==> src/rtl/core/aoi_pkg.sv <==
// ----------------------------------------------------------------------------
// aoi_pkg
// Shared types, codes and reset values for the threshold contention block.
// ----------------------------------------------------------------------------
`default_nettype none

package aoi_pkg;

   // default sizes
   localparam int DEVICES_DEFAULT  = 10;
   localparam int AGE_BITS_DEFAULT = 24;
   localparam int SUM_BITS_DEFAULT = 48;

   // fixed field widths
   localparam int THR_BITS       = 24;
   localparam int LIMIT_BITS     = 31;
   localparam int GEN_BITS       = 31;
   localparam int MUL_BITS       = 15;
   localparam int PROD_BITS      = GEN_BITS + MUL_BITS;
   localparam int READ_SUM_BITS  = 48;
   localparam int READ_AGE_BITS  = 24;
   localparam int DEV_IDX_BITS   = 4;
   localparam int CSR_INDEX_BITS = 2;
   localparam int CSR_DATA_BITS  = 31;

   // lehmer generator constants
   localparam logic [MUL_BITS-1:0] LEHMER_MUL = 15'd16807;
   localparam logic [GEN_BITS-1:0] LEHMER_MOD = 31'h7FFF_FFFF;

   // register reset values
   localparam logic [THR_BITS-1:0]   AGE_THRESHOLD_RESET   = 24'd150;
   localparam logic [LIMIT_BITS-1:0] MINI_SEND_LIMIT_RESET = 31'd42949672;
   localparam logic [LIMIT_BITS-1:0] DATA_SEND_LIMIT_RESET = 31'd826781204;
   localparam logic [GEN_BITS-1:0]   SEED_START_RESET      = 31'd10101;

   // register indexes
   localparam logic [CSR_INDEX_BITS-1:0] CSR_AGE_THRESHOLD   = 2'd0;
   localparam logic [CSR_INDEX_BITS-1:0] CSR_MINI_SEND_LIMIT = 2'd1;
   localparam logic [CSR_INDEX_BITS-1:0] CSR_DATA_SEND_LIMIT = 2'd2;
   localparam logic [CSR_INDEX_BITS-1:0] CSR_SEED_START      = 2'd3;

   // request functions
   localparam logic FUNC_ADVANCE = 1'b0;
   localparam logic FUNC_READ    = 1'b1;

   // win phases
   localparam logic [1:0] PHASE_NONE  = 2'd0;
   localparam logic [1:0] PHASE_MINI1 = 2'd1;
   localparam logic [1:0] PHASE_MINI2 = 2'd2;
   localparam logic [1:0] PHASE_DATA  = 2'd3;

   typedef struct packed {
      logic                    func;
      logic [DEV_IDX_BITS-1:0] device_index;
   } aoi_req_type;

   typedef struct packed {
      logic                     winner_valid;
      logic [DEV_IDX_BITS-1:0]  winner_index;
      logic [1:0]               win_phase;
      logic                     data_collision;
      logic [READ_SUM_BITS-1:0] read_sum;
      logic [READ_AGE_BITS-1:0] read_age;
   } aoi_rsp_type;

   // control of the shared generator unit
   typedef struct packed {
      logic                load;
      logic [GEN_BITS-1:0] seed;
      logic                mul;
      logic                commit;
   } aoi_lehmer_ctl_type;

   typedef enum logic [3:0] {
      ST_IDLE,
      ST_READ,
      ST_AGE,
      ST_MINI_CHK,
      ST_MINI_FOLD,
      ST_MINI_END,
      ST_DATA_CHK,
      ST_DATA_FOLD,
      ST_DATA_END,
      ST_OUT
   } aoi_state_type;

endpackage

`default_nettype wire

==> src/rtl/core/aoi_lehmer.sv <==
// ----------------------------------------------------------------------------
// aoi_lehmer
// Lehmer generator, g = g * 16807 mod 2^31-1, multiply then Mersenne fold.
// ----------------------------------------------------------------------------
`default_nettype none

module aoi_lehmer (
   input  wire logic                                clock,
   input  wire logic                                reset,
   input  wire aoi_pkg::aoi_lehmer_ctl_type         ctl,
   output logic [aoi_pkg::GEN_BITS-1:0]             draw_val
);

   logic [aoi_pkg::GEN_BITS-1:0]  gen_ff;
   logic [aoi_pkg::PROD_BITS-1:0] prod_ff;
   logic [aoi_pkg::GEN_BITS:0]    fold_sum;

   // product register, one multiply per draw
   always_ff @(posedge clock) begin
      if (ctl.mul) begin
         prod_ff <= aoi_pkg::PROD_BITS'(gen_ff) * aoi_pkg::PROD_BITS'(aoi_pkg::LEHMER_MUL);
      end
   end

   // fold high part onto low part, one conditional subtract
   always_comb begin
      fold_sum = (aoi_pkg::GEN_BITS+1)'(prod_ff[aoi_pkg::PROD_BITS-1:aoi_pkg::GEN_BITS])
               + (aoi_pkg::GEN_BITS+1)'(prod_ff[aoi_pkg::GEN_BITS-1:0]);
      if (fold_sum >= (aoi_pkg::GEN_BITS+1)'(aoi_pkg::LEHMER_MOD)) begin
         fold_sum = fold_sum - (aoi_pkg::GEN_BITS+1)'(aoi_pkg::LEHMER_MOD);
      end
      draw_val = fold_sum[aoi_pkg::GEN_BITS-1:0];
   end

   // generator state
   always_ff @(posedge clock) begin
      if (reset) begin
         gen_ff <= aoi_pkg::SEED_START_RESET;
      end else if (ctl.load) begin
         gen_ff <= ctl.seed;
      end else if (ctl.commit) begin
         gen_ff <= draw_val;
      end
   end

endmodule

`default_nettype wire

==> src/rtl/core/aoi_threshold_aloha_contention.sv <==
// Sequence: a read goes through ST_READ to ST_OUT; an advance ages every device, then
//   runs R passes, R being 1 to 3 (two mini rounds and the data round), with a draw for
//   each eligible device in a pass (in the data round, each eligible flagged device).
// Requests: one at a time, held off by req_stall until the response is taken; each draw
//   goes through the single shared generator, a multiply then a fold.
// Reset: synchronous; ages go to 1, sums to 0, registers and generator to defaults.
// ----------------------------------------------------------------------------
// aoi_threshold_aloha_contention
// Threshold random access with age tracking, walked one device at a time.
// ----------------------------------------------------------------------------
`default_nettype none

module aoi_threshold_aloha_contention #(
   parameter int DEVICES  = aoi_pkg::DEVICES_DEFAULT,
   parameter int AGE_BITS = aoi_pkg::AGE_BITS_DEFAULT,
   parameter int SUM_BITS = aoi_pkg::SUM_BITS_DEFAULT
) (
   input  wire logic                                clock,
   input  wire logic                                reset,
   input  wire logic                                req_valid,
   output logic                                     req_stall,
   input  wire aoi_pkg::aoi_req_type                req_data,
   output logic                                     rsp_valid,
   input  wire logic                                rsp_stall,
   output aoi_pkg::aoi_rsp_type                     rsp_data,
   input  wire logic                                csr_write,
   input  wire logic [aoi_pkg::CSR_INDEX_BITS-1:0]  csr_index,
   input  wire logic [aoi_pkg::CSR_DATA_BITS-1:0]   csr_wdata
);

   localparam int IDX_BITS = (DEVICES > 1) ? $clog2(DEVICES) : 1;
   localparam int ADD_BITS = ((SUM_BITS > AGE_BITS) ? SUM_BITS : AGE_BITS) + 1;
   localparam int CMP_BITS = ((AGE_BITS > aoi_pkg::THR_BITS) ? AGE_BITS : aoi_pkg::THR_BITS);
   localparam int SUM_EXT  = (SUM_BITS > aoi_pkg::READ_SUM_BITS) ? SUM_BITS
                                                                 : aoi_pkg::READ_SUM_BITS;
   localparam int AGE_EXT  = (AGE_BITS > aoi_pkg::READ_AGE_BITS) ? AGE_BITS
                                                                 : aoi_pkg::READ_AGE_BITS;

   aoi_pkg::aoi_state_type state_ff, state_in;

   // configuration
   logic [aoi_pkg::THR_BITS-1:0]   thr_ff;
   logic [aoi_pkg::LIMIT_BITS-1:0] mini_lim_ff;
   logic [aoi_pkg::LIMIT_BITS-1:0] data_lim_ff;

   // device state
   logic [AGE_BITS-1:0] age_ff [DEVICES];
   logic [SUM_BITS-1:0] sum_ff [DEVICES];
   logic [DEVICES-1:0]  flag_ff;

   // sequencer registers
   logic [IDX_BITS-1:0] k_ff, k_in;
   logic                round_ff, round_in;
   logic [1:0]          cnt_ff, cnt_in;
   logic [IDX_BITS-1:0] who_ff, who_in;
   logic [IDX_BITS-1:0] best_ff, best_in;
   logic [AGE_BITS-1:0] best_age_ff, best_age_in;
   logic                best_vld_ff, best_vld_in;
   logic                miss_ff, miss_in;
   aoi_pkg::aoi_rsp_type rsp_ff, rsp_in;

   // write controls
   logic                flag_we, flag_val;
   logic                age_we;
   logic [IDX_BITS-1:0] age_widx;
   logic [AGE_BITS-1:0] age_wval;
   logic                sum_we;
   logic [SUM_BITS-1:0] sum_wval;

   // datapath helpers
   logic [AGE_BITS-1:0] age_k;
   logic [SUM_BITS-1:0] sum_k;
   logic [ADD_BITS-1:0] add_sum;
   logic [SUM_EXT-1:0]  sum_ext;
   logic [AGE_EXT-1:0]  age_ext;
   logic                k_last;
   logic                eligible;
   logic                req_accept;
   logic                read_miss;
   logic [aoi_pkg::GEN_BITS-1:0] draw_val;
   logic                mini_hit, data_hit;
   aoi_pkg::aoi_lehmer_ctl_type lehmer_ctl;

   assign req_accept = req_valid && !req_stall;
   assign req_stall  = (state_ff != aoi_pkg::ST_IDLE);
   assign rsp_valid  = (state_ff == aoi_pkg::ST_OUT);
   assign rsp_data   = rsp_ff;

   assign age_k    = age_ff[k_ff];
   assign sum_k    = sum_ff[k_ff];
   assign k_last   = (k_ff == IDX_BITS'(DEVICES - 1));
   assign eligible = (CMP_BITS'(age_k) >= CMP_BITS'(thr_ff));
   assign add_sum  = ADD_BITS'(sum_k) + ADD_BITS'(age_k);
   assign sum_ext  = SUM_EXT'(sum_k);
   assign age_ext  = AGE_EXT'(age_k);
   assign read_miss = ({1'b0, req_data.device_index} >= (aoi_pkg::DEV_IDX_BITS+1)'(DEVICES));
   assign mini_hit = (draw_val <= mini_lim_ff);
   assign data_hit = (draw_val <= data_lim_ff);

   // shared generator
   aoi_lehmer u_lehmer (
      .clock    (clock),
      .reset    (reset),
      .ctl      (lehmer_ctl),
      .draw_val (draw_val)
   );

   // configuration registers
   always_ff @(posedge clock) begin
      if (reset) begin
         thr_ff      <= aoi_pkg::AGE_THRESHOLD_RESET;
         mini_lim_ff <= aoi_pkg::MINI_SEND_LIMIT_RESET;
         data_lim_ff <= aoi_pkg::DATA_SEND_LIMIT_RESET;
      end else if (csr_write) begin
         case (csr_index)
            aoi_pkg::CSR_AGE_THRESHOLD:   thr_ff      <= csr_wdata[aoi_pkg::THR_BITS-1:0];
            aoi_pkg::CSR_MINI_SEND_LIMIT: mini_lim_ff <= csr_wdata[aoi_pkg::LIMIT_BITS-1:0];
            aoi_pkg::CSR_DATA_SEND_LIMIT: data_lim_ff <= csr_wdata[aoi_pkg::LIMIT_BITS-1:0];
            default: ;
         endcase
      end
   end

   // next state
   always_comb begin
      state_in = state_ff;
      case (state_ff)
         aoi_pkg::ST_IDLE: begin
            if (req_accept) begin
               state_in = (req_data.func == aoi_pkg::FUNC_READ) ? aoi_pkg::ST_READ
                                                                : aoi_pkg::ST_AGE;
            end
         end
         aoi_pkg::ST_READ: state_in = aoi_pkg::ST_OUT;
         aoi_pkg::ST_AGE: begin
            if (k_last) state_in = aoi_pkg::ST_MINI_CHK;
         end
         aoi_pkg::ST_MINI_CHK: begin
            if (eligible)    state_in = aoi_pkg::ST_MINI_FOLD;
            else if (k_last) state_in = aoi_pkg::ST_MINI_END;
         end
         aoi_pkg::ST_MINI_FOLD: begin
            state_in = k_last ? aoi_pkg::ST_MINI_END : aoi_pkg::ST_MINI_CHK;
         end
         aoi_pkg::ST_MINI_END: begin
            if (cnt_ff == 2'd1)  state_in = aoi_pkg::ST_OUT;
            else if (round_ff)   state_in = aoi_pkg::ST_DATA_CHK;
            else                 state_in = aoi_pkg::ST_MINI_CHK;
         end
         aoi_pkg::ST_DATA_CHK: begin
            if (flag_ff[k_ff] && eligible) state_in = aoi_pkg::ST_DATA_FOLD;
            else if (k_last)               state_in = aoi_pkg::ST_DATA_END;
         end
         aoi_pkg::ST_DATA_FOLD: begin
            state_in = k_last ? aoi_pkg::ST_DATA_END : aoi_pkg::ST_DATA_CHK;
         end
         aoi_pkg::ST_DATA_END: state_in = aoi_pkg::ST_OUT;
         aoi_pkg::ST_OUT: begin
            if (!rsp_stall) state_in = aoi_pkg::ST_IDLE;
         end
         default: state_in = aoi_pkg::ST_IDLE;
      endcase
   end

   // sequencer outputs and datapath controls
   always_comb begin
      k_in        = k_ff;
      round_in    = round_ff;
      cnt_in      = cnt_ff;
      who_in      = who_ff;
      best_in     = best_ff;
      best_age_in = best_age_ff;
      best_vld_in = best_vld_ff;
      miss_in     = miss_ff;
      rsp_in      = rsp_ff;
      flag_we     = 1'b0;
      flag_val    = 1'b0;
      age_we      = 1'b0;
      age_widx    = k_ff;
      age_wval    = age_k;
      sum_we      = 1'b0;
      sum_wval    = sum_k;
      lehmer_ctl.load   = csr_write && (csr_index == aoi_pkg::CSR_SEED_START);
      lehmer_ctl.seed   = csr_wdata[aoi_pkg::GEN_BITS-1:0];
      lehmer_ctl.mul    = 1'b0;
      lehmer_ctl.commit = 1'b0;
      case (state_ff)
         aoi_pkg::ST_IDLE: begin
            if (req_accept) begin
               rsp_in      = '0;
               round_in    = 1'b0;
               cnt_in      = 2'd0;
               best_vld_in = 1'b0;
               miss_in     = read_miss;
               k_in        = (req_data.func == aoi_pkg::FUNC_READ && !read_miss)
                           ? req_data.device_index[IDX_BITS-1:0] : '0;
            end
         end
         aoi_pkg::ST_READ: begin
            // out-of-range device reads as zero
            if (!miss_ff) begin
               rsp_in.read_sum = sum_ext[aoi_pkg::READ_SUM_BITS-1:0];
               rsp_in.read_age = age_ext[aoi_pkg::READ_AGE_BITS-1:0];
            end
         end
         aoi_pkg::ST_AGE: begin
            // saturating sum, then saturating age increment
            sum_we   = 1'b1;
            sum_wval = (add_sum[ADD_BITS-1:SUM_BITS] != '0) ? '1 : add_sum[SUM_BITS-1:0];
            age_we   = 1'b1;
            age_wval = (age_k == '1) ? age_k : age_k + AGE_BITS'(1);
            k_in     = k_last ? '0 : k_ff + IDX_BITS'(1);
         end
         aoi_pkg::ST_MINI_CHK: begin
            if (eligible) begin
               lehmer_ctl.mul = 1'b1;
            end else begin
               flag_we  = 1'b1;
               flag_val = 1'b0;
               k_in     = k_last ? '0 : k_ff + IDX_BITS'(1);
            end
         end
         aoi_pkg::ST_MINI_FOLD: begin
            lehmer_ctl.commit = 1'b1;
            flag_we  = 1'b1;
            flag_val = mini_hit;
            if (mini_hit) begin
               who_in = k_ff;
               cnt_in = (cnt_ff == 2'd0) ? 2'd1 : 2'd2;
            end
            k_in = k_last ? '0 : k_ff + IDX_BITS'(1);
         end
         aoi_pkg::ST_MINI_END: begin
            // lone sender wins the mini slot
            k_in        = '0;
            cnt_in      = 2'd0;
            round_in    = 1'b1;
            best_vld_in = 1'b0;
            if (cnt_ff == 2'd1) begin
               age_we   = 1'b1;
               age_widx = who_ff;
               age_wval = AGE_BITS'(1);
               rsp_in.winner_valid = 1'b1;
               rsp_in.winner_index = aoi_pkg::DEV_IDX_BITS'(who_ff);
               rsp_in.win_phase    = round_ff ? aoi_pkg::PHASE_MINI2 : aoi_pkg::PHASE_MINI1;
            end
         end
         aoi_pkg::ST_DATA_CHK: begin
            if (flag_ff[k_ff] && eligible) begin
               lehmer_ctl.mul = 1'b1;
            end else begin
               k_in = k_last ? '0 : k_ff + IDX_BITS'(1);
            end
         end
         aoi_pkg::ST_DATA_FOLD: begin
            // oldest sender wins, lowest index on ties
            lehmer_ctl.commit = 1'b1;
            if (data_hit) begin
               cnt_in = (cnt_ff == 2'd0) ? 2'd1 : 2'd2;
               if (!best_vld_ff || age_k > best_age_ff) begin
                  best_in     = k_ff;
                  best_age_in = age_k;
                  best_vld_in = 1'b1;
               end
            end
            k_in = k_last ? '0 : k_ff + IDX_BITS'(1);
         end
         aoi_pkg::ST_DATA_END: begin
            // empty data slot leaves everything alone
            if (best_vld_ff) begin
               age_we   = 1'b1;
               age_widx = best_ff;
               age_wval = AGE_BITS'(1);
               rsp_in.winner_valid   = 1'b1;
               rsp_in.winner_index   = aoi_pkg::DEV_IDX_BITS'(best_ff);
               rsp_in.win_phase      = aoi_pkg::PHASE_DATA;
               rsp_in.data_collision = (cnt_ff == 2'd2);
            end
         end
         aoi_pkg::ST_OUT: ;
         default: ;
      endcase
   end

   // control registers
   always_ff @(posedge clock) begin
      if (reset) begin
         state_ff    <= aoi_pkg::ST_IDLE;
         k_ff        <= '0;
         round_ff    <= 1'b0;
         cnt_ff      <= 2'd0;
         best_vld_ff <= 1'b0;
         miss_ff     <= 1'b0;
      end else begin
         state_ff    <= state_in;
         k_ff        <= k_in;
         round_ff    <= round_in;
         cnt_ff      <= cnt_in;
         best_vld_ff <= best_vld_in;
         miss_ff     <= miss_in;
      end
   end

   // payload registers
   always_ff @(posedge clock) begin
      who_ff      <= who_in;
      best_ff     <= best_in;
      best_age_ff <= best_age_in;
      rsp_ff      <= rsp_in;
      if (flag_we) begin
         flag_ff[k_ff] <= flag_val;
      end
   end

   // per-device age and sum
   always_ff @(posedge clock) begin
      if (reset) begin
         for (int i = 0; i < DEVICES; i++) begin
            age_ff[i] <= AGE_BITS'(1);
            sum_ff[i] <= '0;
         end
      end else begin
         if (age_we) begin
            age_ff[age_widx] <= age_wval;
         end
         if (sum_we) begin
            sum_ff[k_ff] <= sum_wval;
         end
      end
   end

   // checks
   a_collision_in_data: assert property (@(posedge clock) disable iff (reset)
      (rsp_valid && rsp_data.data_collision) |->
         (rsp_data.winner_valid && rsp_data.win_phase == aoi_pkg::PHASE_DATA))
      else $error("collision reported outside a data slot win");

   a_no_winner_clean: assert property (@(posedge clock) disable iff (reset)
      (rsp_valid && !rsp_data.winner_valid) |->
         (rsp_data.win_phase == aoi_pkg::PHASE_NONE && rsp_data.winner_index == '0))
      else $error("winner fields set without a winner");

   a_read_no_winner: assert property (@(posedge clock) disable iff (reset)
      (rsp_valid && rsp_data.read_age != '0) |-> !rsp_data.winner_valid)
      else $error("read response carries winner fields");

   a_busy_after_accept: assert property (@(posedge clock) disable iff (reset)
      req_accept |=> (state_ff != aoi_pkg::ST_IDLE))
      else $error("sequencer idle right after accepting a request");

endmodule

`default_nettype wire
==> config.mk <==
export PLATFORM = sky130hd
export DESIGN_NAME = aoi_threshold_aloha_contention
export DESIGN_NICKNAME = d
export VERILOG_FILES = /design/src/rtl/core/aoi_pkg.sv /design/src/rtl/core/aoi_lehmer.sv /design/src/rtl/core/aoi_threshold_aloha_contention.sv
export SDC_FILE = /design/constraint.sdc
export NUM_CORES = 2
export LEC_CHECK = 0
export BUFFER_PORTS_ARGS = -buffer_cell sky130_fd_sc_hd__buf_4
export CORE_MARGIN = 2
export CORE_UTILIZATION = 40
export CTS_BUF_LIST = sky130_fd_sc_hd__clkbuf_4 sky130_fd_sc_hd__clkbuf_8 sky130_fd_sc_hd__clkbuf_16
export DETAILED_ROUTE_END_ITERATION = 8
export HOLD_SLACK_MARGIN = 0.05
export MAX_ROUTING_LAYER = met4
export PLACE_DENSITY = 0.55
export SYNTH_ARGS = -nofsm -noshare
export SYNTH_HDL_FRONTEND = slang
export SYNTH_SLANG_ARGS = --single-unit
==> constraint.sdc <==
create_clock -name clock -period 12.5 [get_ports clock]
set_clock_uncertainty 0.05 [all_clocks]
set_input_delay 3.125 -clock clock [delete_from_list [all_inputs] [get_ports clock]]
set_output_delay 3.125 -clock clock [all_outputs]
set_load 0.02 [all_outputs]
After elaboration in Yosys (flattened, before gate mapping)
Memories as Yosys holds them, arrays and structs flattened. A register that Yosys moved wholly into a read port is not among the register bits.
Index checks and enable logic that the tools add are counted.
{"block": "classes", "add_sub_neg": 5, "multipliers": 1, "n_lt_le_gt_ge": 8, "eq_ne": 29, "mux": 83, "n_reduce_logical": 40}
{"op": "$mux 48", "n": 3}
{"op": "$pmux 72 s2", "n": 1}
{"op": "$mux 24", "n": 4}
{"op": "$mux 31", "n": 3}
{"op": "$mux 4", "n": 22}
{"op": "$mux 80", "n": 1}
{"op": "$mux 72", "n": 1}
{"op": "$pmux 24 s3", "n": 1}
{"op": "$le 31x31->1", "n": 2}
{"op": "$add 48x24->49", "n": 1}
{"op": "$reduce_or 48->1", "n": 1}
{"op": "$mul 31x15->46 const B", "n": 1}
{"op": "$pmux 4 s9", "n": 1}
{"op": "$add 15x31->32", "n": 1}
{"op": "$ge 32x31->1 const B", "n": 1}
{"op": "$sub 31x31->31 const B", "n": 1}
{"op": "$add 24x1->24 const B", "n": 1}
{"op": "$eq 24x24->1 const B", "n": 1}
{"op": "$ge 24x24->1", "n": 1}
{"op": "$gt 24x24->1", "n": 1}
{"op": "$reduce_or 24->1", "n": 1}
{"op": "$mux 1", "n": 23}
{"op": "$ne 2x2->1 const B", "n": 11}
{"op": "$pmux 7 s3", "n": 1}
{"op": "other kinds (38)", "n": 81}
{"block": "totals", "register_bits": 298, "ramBits": 720, "in_bits": 43, "output_inout_bits": 82, "elab_cells": 189, "memories": 2}
{"memory": "sum_ff", "depth": 10, "word_bits": 48, "read_ports": 1, "rd_ports_with_merged_regs": 1, "write_ports": 10, "line": "aoi_threshold_aloha_contention.sv:48", "source": "logic [SUM_BITS-1:0] sum_ff [DEVICES];"}
{"memory": "age_ff", "depth": 10, "word_bits": 24, "read_ports": 1, "rd_ports_with_merged_regs": 1, "write_ports": 10, "line": "aoi_threshold_aloha_contention.sv:47", "source": "logic [AGE_BITS-1:0] age_ff [DEVICES];"}

Longest topological paths before layout
{"block": "logic_depth", "word_depth": 8, "ltp_mapped": 24, "ltp_nobuf": 23}

By module
A second synthesis with hierarchy kept.
{"block": "hier_totals", "hier_cells": 5512, "area_unflattened_um2": 73463.0}
{"module": "aoi_threshold_aloha_contention", "n_inst": 1, "cells_each": 4170, "area_per_inst_um2": 61186.2, "seq_area_each_um2": 40318.7}
{"module": "aoi_lehmer", "n_inst": 1, "cells_each": 1342, "area_per_inst_um2": 12276.8, "seq_area_each_um2": 2001.9}

Least setup slack after synthesis
OpenSTA, ideal clock, no wires.
{"block": "synth_path", "kind": "input to register", "from": "input reset", "to": "memory sum_ff[15][0] (netlist bit), enable pin", "setup_time_ps": 513, "t_arrival_ps": 7057, "required_time_ps": 11937, "setup_slack_ps": 4880, "path_stages": 5, "path_buffers": 2, "path_cell_list": "clkbuf_1 inv_1 nand2_1 clkbuf_1 nor3_1"}
{"element": "from (decl)", "line": "aoi_threshold_aloha_contention.sv:19", "source": "input wire logic reset,"}
{"element": "to (decl)", "line": "aoi_threshold_aloha_contention.sv:48"}

Worst setup path after layout
{"block": "layout_path", "from": "register u_lehmer.prod_ff[0] (netlist bit)", "to": "register best_age_ff[2], enable pin"}
{"block": "layout_between", "elab_chain_len": 5, "elab_cells_between_ends": 6, "classes_between": "add/sub (2); order compare (2); mux (1); reduce/logical (1)"}
{"element": "from (decl)", "line": "aoi_lehmer.sv:15", "source": "logic [aoi_pkg::PROD_BITS-1:0] prod_ff;"}
{"element": "from (signal assigned)", "line": "aoi_lehmer.sv:21", "source": "prod_ff <= aoi_pkg::PROD_BITS'(gen_ff) * aoi_pkg::PROD_BITS'(aoi_pkg::LEHMER_MUL);"}
{"element": "$add 15x31->32 (*)", "line": "aoi_lehmer.sv:28", "source": "+ (aoi_pkg::GEN_BITS+1)'(prod_ff[aoi_pkg::GEN_BITS-1:0]);"}
{"element": "$sub 31x31->31 / $ge 32x31->1 (equally long branches)", "line": "aoi_lehmer.sv:30, aoi_lehmer.sv:29"}
{"element": "$mux 31 (*)", "line": "aoi_lehmer.sv:29", "source": "if (fold_sum >= (aoi_pkg::GEN_BITS+1)'(aoi_pkg::LEHMER_MOD)) begin"}
{"element": "$le 31x31->1 (*)", "line": "aoi_threshold_aloha_contention.sv:98", "source": "assign data_hit = (draw_val <= data_lim_ff);"}
{"element": "$reduce_and 3->1 (no line) (*)"}
{"element": "to (signal assigned)", "line": "aoi_threshold_aloha_contention.sv:308", "source": "best_age_ff <= best_age_in;"}
{"element": "to (decl)", "line": "aoi_threshold_aloha_contention.sv:57", "source": "logic [AGE_BITS-1:0] best_age_ff, best_age_in;"}
Every way passes the cells marked *; elsewhere a longest branch is shown, timed or not.
A chain may end at the register's enable or synchronous reset.

==> flow_summary.yaml <==
route:
  vias: 45100
  routed.top_layer: "met4"
  met1Wirelength_mm: 89.7
  wl_met3_mm: 12.3
  drt_wl_total_mm: 214
  final_antenna_net_count: 0
  post-route-drc-count: 0
  drt_pass1_iterations: 6
  post_drt_via_cell_ratio: 5.70
  dr.first_iter.drc_count: 4338
  wl_per_cell_um: 27.0
  wl_met2_mm: 105
yosys:
  synth_top_area_share_pct: 54.6
  synth-seq-cells: 1454
  synth_top_flop_cell: "edfxtp_1"
  synthDistinctLibCells: 95
  synth_warnings: 0
  synth.area.top_cells: "edfxtp_1 (55%), mux4_2 (11%), ha_1 (5.8%)"
  synthArstFlopShare_pct: 0
  netlist_area_um2: 72600
  syn-num-nets: 5808
  yosysSeqAreaShare_pct: 58.3
  syn_inst: 5292
  synth_edf_count: 1320
  syn_avg_cell_area_um2: 13.7
  synth_top_area_cell: "edfxtp_1"
sta:
  setup_tns_ns: 0
  grt_setup_unrepaired: "no"
  finalCritPeriodShare_pct: 60.7
  setup_viol: 0
  finalHoldViolations: 0
  fin_crit_ns: 7.59
  worst_slew_margin_rel_pct: 17.0
  worst_pin_slew_ns: 1.25
  maxSlewViolCount: 0
  fmax_mhz: 132
  worst_slack_ns: 4.91
hold_path:
  min_path_type: "flop to flop"
die:
  start_util_pct: 40.2
  row_count: 156
  dieHeight_um: 430
  io_pins: 125
  design.die.area_um2: 185000
  die_x_um: 430
  core_area_um2: 181000
cells_and_area:
  filler_cell_count: 16100
  drive_gt1_share_pct: 17.5
  final_common_cell: "edfxtp_1"
  layout_common_cells: "edfxtp_1 (1320), nor2_1 (802), mux4_2 (360)"
  syn2layout_area_growth_pct: 12.3
  nets: 5923
  multi_input_area_um2: 28100
  seqCellArea_um2: 42300
power_and_ir_drop:
  p_sw_uw: 9340
  pwr-share-seq_pct: 28.5
  p_per_area_nw_per_um2: 277
  combPwrFrac_pct: 50.5
  power_uw: 22600
  total_leakage_power_uw: 0.0303
  peakVddDrop_uv: 455
  clock_power_share_pct: 20.9
  sw_frac_of_total_pct: 41.4
  p_int_uw: 13200
worst_setup_path:
  crit_arrival_ns: 7.97
  crit_fanout: 28
  crit_path_start_kind: "flop"
  required_ns: 12.88
  crit_type: "flop to flop"
  endpoint_kind: "flop"
placed_design:
  numPortBuffers: 124
  place.gp.congestion: 0.920
  pre_cts_ws_ns: 4.97
  hpwlAfterDp_mm: 133
clock_network:
  cts_hold_buf: 0
  clk_latency_ns: 0.84
  cts_buffers: 161
  clockBufferDepth: 3
  cts_tree: "built"
  post_cts_buffers: 0
  cts.sinks: 1454
  post_cts_resized: 0
  cts.clk_slew.worst_paths_ns: 0.06
  h-tree-depth: 4
  root_buffer: "clkbuf_16"
grt:
  grt_pass1_vias: 45300
  grt_usage_pct: 23.8
  antenna_found_initial: 11
  grt_max_degree: 77
  grt-ovfl-total: 0
  grt_pass1_wl_mm: 313
run:
  max_cap_violations: 0
status:
  status: "finished, final reports clean"
==> cells in the mapped netlist, types with 7 or more instances <==
library cell,instances
mux2i_1,15
a21oi_1,252
and2_1,68
dfxtp_1,134
nand4_1,46
buf_1,19
o21a_1,22
or4_1,7
nand3_1,73
and3_1,32
buf_4,11
a41oi_1,7
a31oi_1,20
mux4_2,360
a22o_1,8
a21o_1,91
nor3_1,63
ha_1,338
o21ai_0,90
nor2b_1,22
edfxtp_1,1320
clkbuf_1,162
or3_1,25
or2_2,15
buf_6,17
o31ai_1,8
a311oi_1,8
nor2_4,20
nand2b_1,24
fa_1,135
xor2_1,37
inv_1,333
a211oi_1,22
o211ai_1,41
buf_2,54
nand2_1,332
xnor2_1,78
nor2_1,815
o21bai_1,14
nor4_1,17
==> per-stage QoR <==
stage	area (µm²)	hold slack (ns)	instances	util, %
floorplan	72600	0.374	5292	-
global route	81600	0.429	7911	45.2
CTS	81600	0.406	7910	45.2
global placement	76300	0.394	7614	42.3
detailed placement	76300	0.399	7614	42.3
finish	81600	0.403	7911	45.2
==> state kept, by name, summed over array words and instances (netlist names), 2 cells and up, named ones only <==
register	flops
age_ff	384
best_age_ff	24
best_ff	4
cnt_ff	2
data_lim_ff	31
flag_ff	10
k_ff	4
mini_lim_ff	31
rsp_data	80
state_ff	4
sum_ff	768
thr_ff	24
u_lehmer.gen_ff	31
u_lehmer.prod_ff	46
who_ff	4
==> cell type report <==
| class | count | area share [%] |
|---|---|---|
| sequential | 1454 | 51.9 |
| inverter | 334 | 1.54 |
| timing repair buffer | 215 | 1.99 |
| antenna | 1 | 0.00307 |
| multi-input combinational | 3241 | 34.5 |
| clock inverter | 97 | 1.16 |
| clock buffer | 199 | 5.31 |
| tap | 2370 | 3.63 |
==> per-layer routing <==
| layer | vias up | GRT usage (%) |
|---|---|---|
| met5 | - | - |
| met4 | 0 | 7.07 |
| met3 | 296 | 3.13 |
| met2 | 1542 | 38.8 |
| met1 | 23400 | 31.1 |
| li1 | 19900 | - |
==> worst paths after layout <==
check / start / to / slack (ns) / cells past startpoint
setup / recovery: u_lehmer.prod_ff[0] / best_age_ff[2] / 4.91 / 20
hold / removal: mini_lim_ff[15] / mini_lim_ff[15] / 0.40 / 2
setup reg to reg: u_lehmer.prod_ff[0] / best_age_ff[2] / 4.91 / 20
hold reg to reg: mini_lim_ff[15] / mini_lim_ff[15] / 0.40 / 2
==> power groups by stage <==
stage          clock, µW  sequential, µW  combinational, µW
2_1_floorplan          0            6580               8010
3_3_place_gp           0            6530              11300
3_5_place_dp           0            6540              11300
4_1_cts             4810            6440              11400
5_1_grt             4980            6480              12500
6_report            4730            6440              11400
==> critical path, cell delays in order (launching register included) <==
cell      delay [ns]
edfxtp_1        0.37
ha_1            0.23
fa_1            0.41
a21o_1          0.22
a221o_1         0.38
xor2_1          0.30
or3b_1          0.53
or4_1           0.56
nor4_2          0.15
buf_4           0.23
and2_1          0.55
nor2_1          0.15
ha_1            0.33
nand2_1         0.07
or3_1           0.45
nor4_1          0.52
nand2_1         0.23
or3_1           0.48
nand2_1         0.11
nand2_1         0.08
a21oi_4         0.74
==> cell families (layout without fill, tap and decap cells) <==
logic type	after synthesis	after routing	share of synthesized area [%]
fa+ha+maj	473	473	9.54
simple gates	1605	1605	9.94
buf+inv	597	845	3.41
flops	1454	1454	58.3
compound gates	662	662	5.89
mux	383	383	11.5
other cells	0	1	0
xor+xnor	118	118	1.45
Power figures use the tool's default switching activity.
